===== src/rtl/core/rgbmd_pkg.sv =====
package rgbmd_pkg;

  localparam int MaxLineWidth = 4096;
  localparam int ColW = 12;
  localparam int CfgIdxW = 4;
  localparam int CfgDataW = 16;

  localparam logic [CfgIdxW-1:0] RegDitherOn     = 4'd0;
  localparam logic [CfgIdxW-1:0] RegBytesPerPix  = 4'd1;
  localparam logic [CfgIdxW-1:0] RegLineWidth    = 4'd2;
  localparam logic [CfgIdxW-1:0] RegThrEvenEven  = 4'd3;
  localparam logic [CfgIdxW-1:0] RegThrEvenOdd   = 4'd4;
  localparam logic [CfgIdxW-1:0] RegThrOddEven   = 4'd5;
  localparam logic [CfgIdxW-1:0] RegThrOddOdd    = 4'd6;
  localparam logic [CfgIdxW-1:0] RegThrPlain     = 4'd7;

  // Luma weights 0.299/31, 0.587/63 and 0.114/31 in Q0.16.
  localparam logic [9:0] CoefR = 10'd632;
  localparam logic [9:0] CoefG = 10'd611;
  localparam logic [9:0] CoefB = 10'd241;

  localparam logic [15:0] SpecialA = 16'h0540;
  localparam logic [15:0] SpecialB = 16'h52bf;

  localparam logic [2:0]      RstBytesPerPix = 3'd2;
  localparam logic [ColW-1:0] RstLineWidth   = 12'd256;
  localparam logic [15:0]     RstThrEvenEven = 16'd43975;
  localparam logic [15:0]     RstThrEvenOdd  = 16'd13271;
  localparam logic [15:0]     RstThrOddEven  = 16'd5059;
  localparam logic [15:0]     RstThrOddOdd   = 16'd25644;
  localparam logic [15:0]     RstThrPlain    = 16'd43909;

  typedef struct packed {
    logic            dither_on;
    logic [2:0]      bytes_per_pixel;
    logic [ColW-1:0] line_width;
    logic [15:0]     thr_even_even;
    logic [15:0]     thr_even_odd;
    logic [15:0]     thr_odd_even;
    logic [15:0]     thr_odd_odd;
    logic [15:0]     thr_plain;
  } cfg_t;

  typedef struct packed {
    logic row_odd;
    logic idx_odd;
  } pos_t;

endpackage


===== src/rtl/core/rgbmd_calc.sv =====
module rgbmd_calc (
  input  logic [31:0]         pixel_word,
  input  rgbmd_pkg::pos_t     pos,
  input  rgbmd_pkg::cfg_t     cfg,
  output logic [7:0]          mono_value
);

  logic [4:0]  r;
  logic [5:0]  g;
  logic [4:0]  b;
  logic [16:0] luma;
  logic [15:0] thr;
  logic        special;
  logic        bit_on;

  assign r = pixel_word[15:11];
  assign g = pixel_word[10:5];
  assign b = pixel_word[4:0];

  // The sum can exceed 16 bits by a little; comparing at 17 bits gives the
  // same answer as saturating first, since every threshold fits in 16 bits.
  assign luma = 17'(r) * 17'(rgbmd_pkg::CoefR)
              + 17'(g) * 17'(rgbmd_pkg::CoefG)
              + 17'(b) * 17'(rgbmd_pkg::CoefB);

  always_comb begin
    if (cfg.dither_on) begin
      if (!pos.row_odd) begin
        thr = pos.idx_odd ? cfg.thr_even_odd : cfg.thr_even_even;
      end else begin
        thr = pos.idx_odd ? cfg.thr_odd_odd : cfg.thr_odd_even;
      end
      special = 1'b0;
    end else begin
      thr = cfg.thr_plain;
      special = (pixel_word[15:0] == rgbmd_pkg::SpecialA) ||
                (pixel_word[15:0] == rgbmd_pkg::SpecialB);
    end
  end

  assign bit_on = (luma >= 17'(thr)) || special;

  always_comb begin
    case (cfg.bytes_per_pixel)
      3'd0, 3'd1: mono_value = pixel_word[7:0];
      3'd2:       mono_value = {7'd0, bit_on};
      3'd3:       mono_value = pixel_word[7:0] | pixel_word[15:8] | pixel_word[23:16];
      default:    mono_value = pixel_word[7:0] | pixel_word[15:8] |
                               pixel_word[23:16] | pixel_word[31:24];
    endcase
  end

endmodule


===== src/rtl/core/rgb565_to_mono_ordered_dither.sv =====
// An accepted pixel is held in the input register; its result is computed
// combinationally from there and then registered in the result register.
// Throughput: one pixel per cycle; the input register and the result register
// form a two-stage pipeline that advances whenever the result register is empty
// or its result is taken.
// Reset (rst, synchronous, active high) empties both stages, clears the line
// and frame position, and loads every configuration register with its default.
module rgb565_to_mono_ordered_dither (
  input  logic                            clk,
  input  logic                            rst,
  input  logic                            in_valid,
  output logic                            in_ready,
  input  logic [31:0]                     pixel_word,
  input  logic                            frame_start,
  output logic                            out_valid,
  input  logic                            out_ready,
  output logic [7:0]                      mono_value,
  input  logic                            cfg_valid,
  output logic                            cfg_ready,
  input  logic [rgbmd_pkg::CfgIdxW-1:0]   cfg_index,
  input  logic [rgbmd_pkg::CfgDataW-1:0]  cfg_data
);

  rgbmd_pkg::cfg_t cfg;

  logic [rgbmd_pkg::ColW-1:0] column_count;
  logic                       row_is_odd;
  logic                       index_is_odd;

  logic                       s1_valid;
  logic [31:0]                s1_pixel;
  rgbmd_pkg::pos_t            s1_pos;
  logic [7:0]                 s1_result;

  logic                       in_fire;
  logic                       s2_take;

  logic [rgbmd_pkg::ColW-1:0] col_cur;
  logic                       row_cur;
  logic                       idx_cur;
  logic [rgbmd_pkg::ColW:0]   col_inc;
  logic [rgbmd_pkg::ColW:0]   width_eff;
  logic                       line_end;

  assign cfg_ready = 1'b1;

  always_ff @(posedge clk) begin
    if (rst) begin
      cfg.dither_on       <= 1'b1;
      cfg.bytes_per_pixel <= rgbmd_pkg::RstBytesPerPix;
      cfg.line_width      <= rgbmd_pkg::RstLineWidth;
      cfg.thr_even_even   <= rgbmd_pkg::RstThrEvenEven;
      cfg.thr_even_odd    <= rgbmd_pkg::RstThrEvenOdd;
      cfg.thr_odd_even    <= rgbmd_pkg::RstThrOddEven;
      cfg.thr_odd_odd     <= rgbmd_pkg::RstThrOddOdd;
      cfg.thr_plain       <= rgbmd_pkg::RstThrPlain;
    end else if (cfg_valid) begin
      unique case (cfg_index)
        rgbmd_pkg::RegDitherOn:    cfg.dither_on       <= cfg_data[0];
        rgbmd_pkg::RegBytesPerPix: cfg.bytes_per_pixel <= cfg_data[2:0];
        rgbmd_pkg::RegLineWidth:   cfg.line_width      <= cfg_data[rgbmd_pkg::ColW-1:0];
        rgbmd_pkg::RegThrEvenEven: cfg.thr_even_even   <= cfg_data;
        rgbmd_pkg::RegThrEvenOdd:  cfg.thr_even_odd    <= cfg_data;
        rgbmd_pkg::RegThrOddEven:  cfg.thr_odd_even    <= cfg_data;
        rgbmd_pkg::RegThrOddOdd:   cfg.thr_odd_odd     <= cfg_data;
        rgbmd_pkg::RegThrPlain:    cfg.thr_plain       <= cfg_data;
        default: ;
      endcase
    end
  end

  assign s2_take  = !out_valid || out_ready;
  assign in_ready = !s1_valid || s2_take;
  assign in_fire  = in_valid && in_ready;

  // A frame start clears the position before the current pixel uses it.
  assign col_cur = frame_start ? '0 : column_count;
  assign row_cur = frame_start ? 1'b0 : row_is_odd;
  assign idx_cur = frame_start ? 1'b0 : index_is_odd;

  assign col_inc   = {1'b0, col_cur} + 1'b1;
  assign width_eff = (cfg.line_width == '0) ? 13'd1 : {1'b0, cfg.line_width};
  assign line_end  = (col_inc >= width_eff) ||
                     (col_inc >= 13'(rgbmd_pkg::MaxLineWidth));

  always_ff @(posedge clk) begin
    if (rst) begin
      column_count <= '0;
      row_is_odd   <= 1'b0;
      index_is_odd <= 1'b0;
    end else if (in_fire) begin
      column_count <= line_end ? '0 : col_inc[rgbmd_pkg::ColW-1:0];
      row_is_odd   <= line_end ? !row_cur : row_cur;
      index_is_odd <= !idx_cur;
    end
  end

  always_ff @(posedge clk) begin
    if (rst) begin
      s1_valid <= 1'b0;
    end else if (in_ready) begin
      s1_valid <= in_valid;
    end
  end

  always_ff @(posedge clk) begin
    if (in_fire) begin
      s1_pixel       <= pixel_word;
      s1_pos.row_odd <= row_cur;
      s1_pos.idx_odd <= idx_cur;
    end
  end

  rgbmd_calc u_calc (
    .pixel_word (s1_pixel),
    .pos        (s1_pos),
    .cfg        (cfg),
    .mono_value (s1_result)
  );

  always_ff @(posedge clk) begin
    if (rst) begin
      out_valid <= 1'b0;
    end else if (s2_take) begin
      out_valid <= s1_valid;
    end
  end

  always_ff @(posedge clk) begin
    if (s2_take && s1_valid) begin
      mono_value <= s1_result;
    end
  end

endmodule


===== config.mk =====
export PLATFORM = sky130hd
export DESIGN_NAME = rgb565_to_mono_ordered_dither
export DESIGN_NICKNAME = d
export VERILOG_FILES = /design/src/rtl/core/rgbmd_pkg.sv /design/src/rtl/core/rgbmd_calc.sv /design/src/rtl/core/rgb565_to_mono_ordered_dither.sv
export SDC_FILE = /design/constraint.sdc
export NUM_CORES = 1
export LEC_CHECK = 0
export BUFFER_PORTS_ARGS = -buffer_cell sky130_fd_sc_hd__buf_4
export CORE_UTILIZATION = 50
export DETAILED_ROUTE_END_ITERATION = 8
export PLACE_DENSITY = 0.68
export SLEW_MARGIN = 15
export SYNTH_ARGS = -nofsm -noshare
export SYNTH_HDL_FRONTEND = slang
export SYNTH_SLANG_ARGS = --single-unit

===== constraint.sdc =====
create_clock -name clk -period 13.5 [get_ports clk]
set_clock_uncertainty 0.05 [all_clocks]
set_input_delay 1.35 -clock clk [delete_from_list [all_inputs] [get_ports clk]]
set_output_delay 1.35 -clock clk [all_outputs]
set_load 0.02 [all_outputs]

==> metrics.md <==
| Metric | Value |
|---|---|
| Worst vdd ir | `0.0001421 V` |
| Max-slew violation count | `0` |
| DR pass1 iterations | `5` |
| Largest net degree at the start of global routing | `81` |
| Slew headroom | `0.2669` |
| Mapped Avg Cell Area | `9.439 um^2` |
| # clock sinks | `154` |
| CTS tree | `yes` |
| FF-to-FF setup slack | `6.23 ns` |
| Crit-path max FO | `9` |
| Mux cell area share after synthesis | `0.06946` |
| Synthesized Nets | `1,257` |
| First-iteration detailed-routing DRC count | `423` |
| Post-route setup TNS | `0 ns` |
| Internal | `1.265 mW` |
| CTS Buffer Depth | `2` |
| RD Place Congestion | `0.8701` |
| Post-CTS Setup Bufs | `0` |
| Critical path launch point | `s1_pixel[14]` |
| Highest clock rate | `137.6 MHz` |
| Die Y | `142.3 um` |
| PnR Total Power | `2.147 mW` |
| Sequential-to-total area share from yosys stat | `0.3562` |
| Adder-cell share of the synthesized area | `0.2325` |
| Root Driver | `clkbuf_16` |
| Share of cells above drive strength 1 | `0.1282` |
| Worst Setup End Kind | `flip-flop` |
| Number of port buffers | `67` |
| Via/cell ratio | `5.461` |
| Synth area leader | `dfxtp_1` |
| Synthesized area | `9836 um^2` |
| FFs w/ async S/R, synth | `0` |
| Count leader, synth | `nand2_1` |
| Post-route DRC | `0` |
| CTS HTree Levels | `4` |
| Synth-to-Final Area Change | `13.27%` |
| Antenna violation net count after detailed routing | `0` |
| Power per cell area | `192.7 nW/um^2` |
| Number of global-route vias before repair | `7,520` |
| RSZ-0062 raised after global routing | `no` |
| Final Hold Violating Endpoints | `0` |
| Crit path DAT | `7.50 ns` |
| Hold crit path type | `reg -> reg` |
| Max-Cap Viols | `0` |
| Simple-gate portion of the synthesized area | `0.1684` |
| Seq cells post-synth | `154` |
| Ant. Diodes | `0` |
| Drt total wl | `23,640 um` |
| Via Count | `7,470` |
| Status | `complete, no violations` |
| CTS resizes | `0` |
| Area share of the largest cell type after synthesis | `0.2280` |
| First-pass GRT wire length | `38,560 um` |
| Top cells by area, synth | `dfxtp_1 (23%), ha_1 (15%), edfxtp_1 (13%)` |
| Post-synth EDFFs | `42` |
| Number of nets in the layout | `1,310` |
| Synthesis Warnings | `0` |
| Clk slew on worst S/H paths | `0.08 ns` |
| Worst Setup Start Kind | `flip-flop` |
| Die area | `20,240 um^2` |
| Switching Share | `0.4108` |
| Clock Latency Late Sink | `0.44 ns` |
| Routed wire per std cell | `17.28 um` |
| Rows | `50` |
| Post-synthesis xor/xnor area fraction | `0.02315` |
| Slew @ Worst Pin | `1.098 ns` |
| Detail Placement HPWL | `17,060 um` |
| Hold Crit Start | `cfg[3]` |
| Top FF cell, synth | `dfxtp_1` |
| GRT overflow | `0` |
| Setup violators final | `0` |
| Total CTS buffers | `17` |
| Die X | `142.3 um` |
| Initial core utilization | `0.5172` |
| Worst Reg-to-Reg Cells | `23` |
| Largest family of logic cells by synthesized area | `adder cells` |
| Hold Path Sink | `cfg[3]` |
| Hold Path Cell Cnt | `2` |
| Critical path class | `reg -> reg` |
| Post-Synthesis Cells | `1,042` |
| GRT Overall Usage | `0.2495` |
| Worst R2R End | `mono_value[0]` |
| Comb pwr share | `0.551` |
| Final critical-path required period | `7.269 ns` |
| Synth Area in Compound Gates | `0.09096` |
| Clock power share | `0.212` |
| Hold_ws | `0.4038 ns` |
| Worst Path Required | `13.73 ns` |
| Post-synth top cells | `nand2_1 (190), ha_1 (114), dfxtp_1 (112), inv_1 (111), a21oi_1 (69)` |
| Fin crit share | `0.5384` |
| Num ports | `69` |
| Leak pwr | `5.107 nW` |
| Reg-to-reg startpoint | `s1_pixel[14]` |
| Hold buffer count at CTS | `0` |
| Seq pwr share | `0.237` |
| Initial antenna violation count | `0` |
| Yosys cell types | `57` |
| Core area | `19,020 um^2` |
| Sw Pwr | `0.8819 mW` |
[worst max-delay path by stage]
stage / endpoint / slack [ns]
finish: mono_value[0] / 6.23
floorplan: mono_value[0] / 6.72
CTS: mono_value[0] / 6.21
global route: mono_value[0] / 5.76
global placement: mono_value[0] / 6.37
detailed placement: mono_value[0] / 6.25
[layer usage]
metal | GRT usage | wire (um)
met3 | 0.04509 | 754
met1 | 0.2988 | 10150
met2 | 0.4448 | 12130
met5 | 0 | 0
met4 | 0.09168 | 603
[power groups by stage]
stage | sequential (mW) | clock [mW] | combinational [mW]
5_1_grt | 0.510 | 0.485 | 1.37
3_3_place_gp | 0.519 | 0 | 1.14
2_1_floorplan | 0.515 | 0 | 0.921
6_report | 0.508 | 0.456 | 1.18
4_1_cts | 0.509 | 0.465 | 1.18
3_5_place_dp | 0.519 | 0 | 1.16
[state kept, by name, summed over array words and instances, names as in the netlist]
register and flops:
row_is_odd 1, column_count 12, cfg 96, index_is_odd 1, mono_value 8, s1_valid 1, s1_pos 2, out_valid 1
s1_pixel 32
[final cells by class]
cell class,instances,area [um^2]
Inverter,111,416.7
Clock inverter,15,136.4
Multi-Input combinational cell,735,5763
Clock buffer,17,425.4
Sequential cell,154,3503
Tap cell,260,325.3
Timing Repair Buffer,76,570.5
Fill cell,1719,7878
[per-stage QoR]
step                setup WS (ns)  cells  area (um^2)    util
floorplan                   6.718   1042         9836       -
global placement            6.374   1336        10580  0.5563
detailed placement          6.250   1336        10580  0.5563
CTS                         6.213   1368        11140  0.5858
global route                5.763   1368        11140  0.5858
finish                      6.231   1368        11140  0.5858
[critical path, stage by stage (launching register included)]
cell	delay [ns]
edfxtp_1	0.55
fa_1	0.63
fa_1	0.44
ha_1	0.32
ha_1	0.34
a21oi_1	0.20
xnor2_1	0.15
ha_1	0.27
fa_1	0.51
inv_1	0.05
fa_1	0.47
fa_1	0.56
inv_1	0.04
ha_1	0.34
and3_1	0.17
a221oi_1	0.48
o21ai_0	0.30
nand4_1	0.15
o311ai_0	0.14
ha_1	0.34
nand3_1	0.07
nor4_1	0.28
nor3_1	0.09
a31oi_1	0.18
[logic make-up after synthesis]
logic type               after synthesis
AO/OA/AOI/OAI                        139
other                                  1
buffers and inverters                153
multiplexers                          48
AND/OR/NAND/NOR                      364
adder cells (fa/ha/maj)              157
XOR/XNOR                              26
flip-flops                           154
[layout by cell type (no fill, tap or decap), drive strengths merged, types with 18 or more instances in the layout]
cell type  Yosys  routed
nand2        190     190
xnor2         18      18
a21oi         69      69
ha           114     114
buf            5      76
edfxtp        42      42
nand3         45      45
fa            43      43
dfxtp        112     112
nor2          47      47
mux2i         30      30
inv          111     116
nand3b        19      19
No activity file was read; power rests on OpenSTA's default activity.
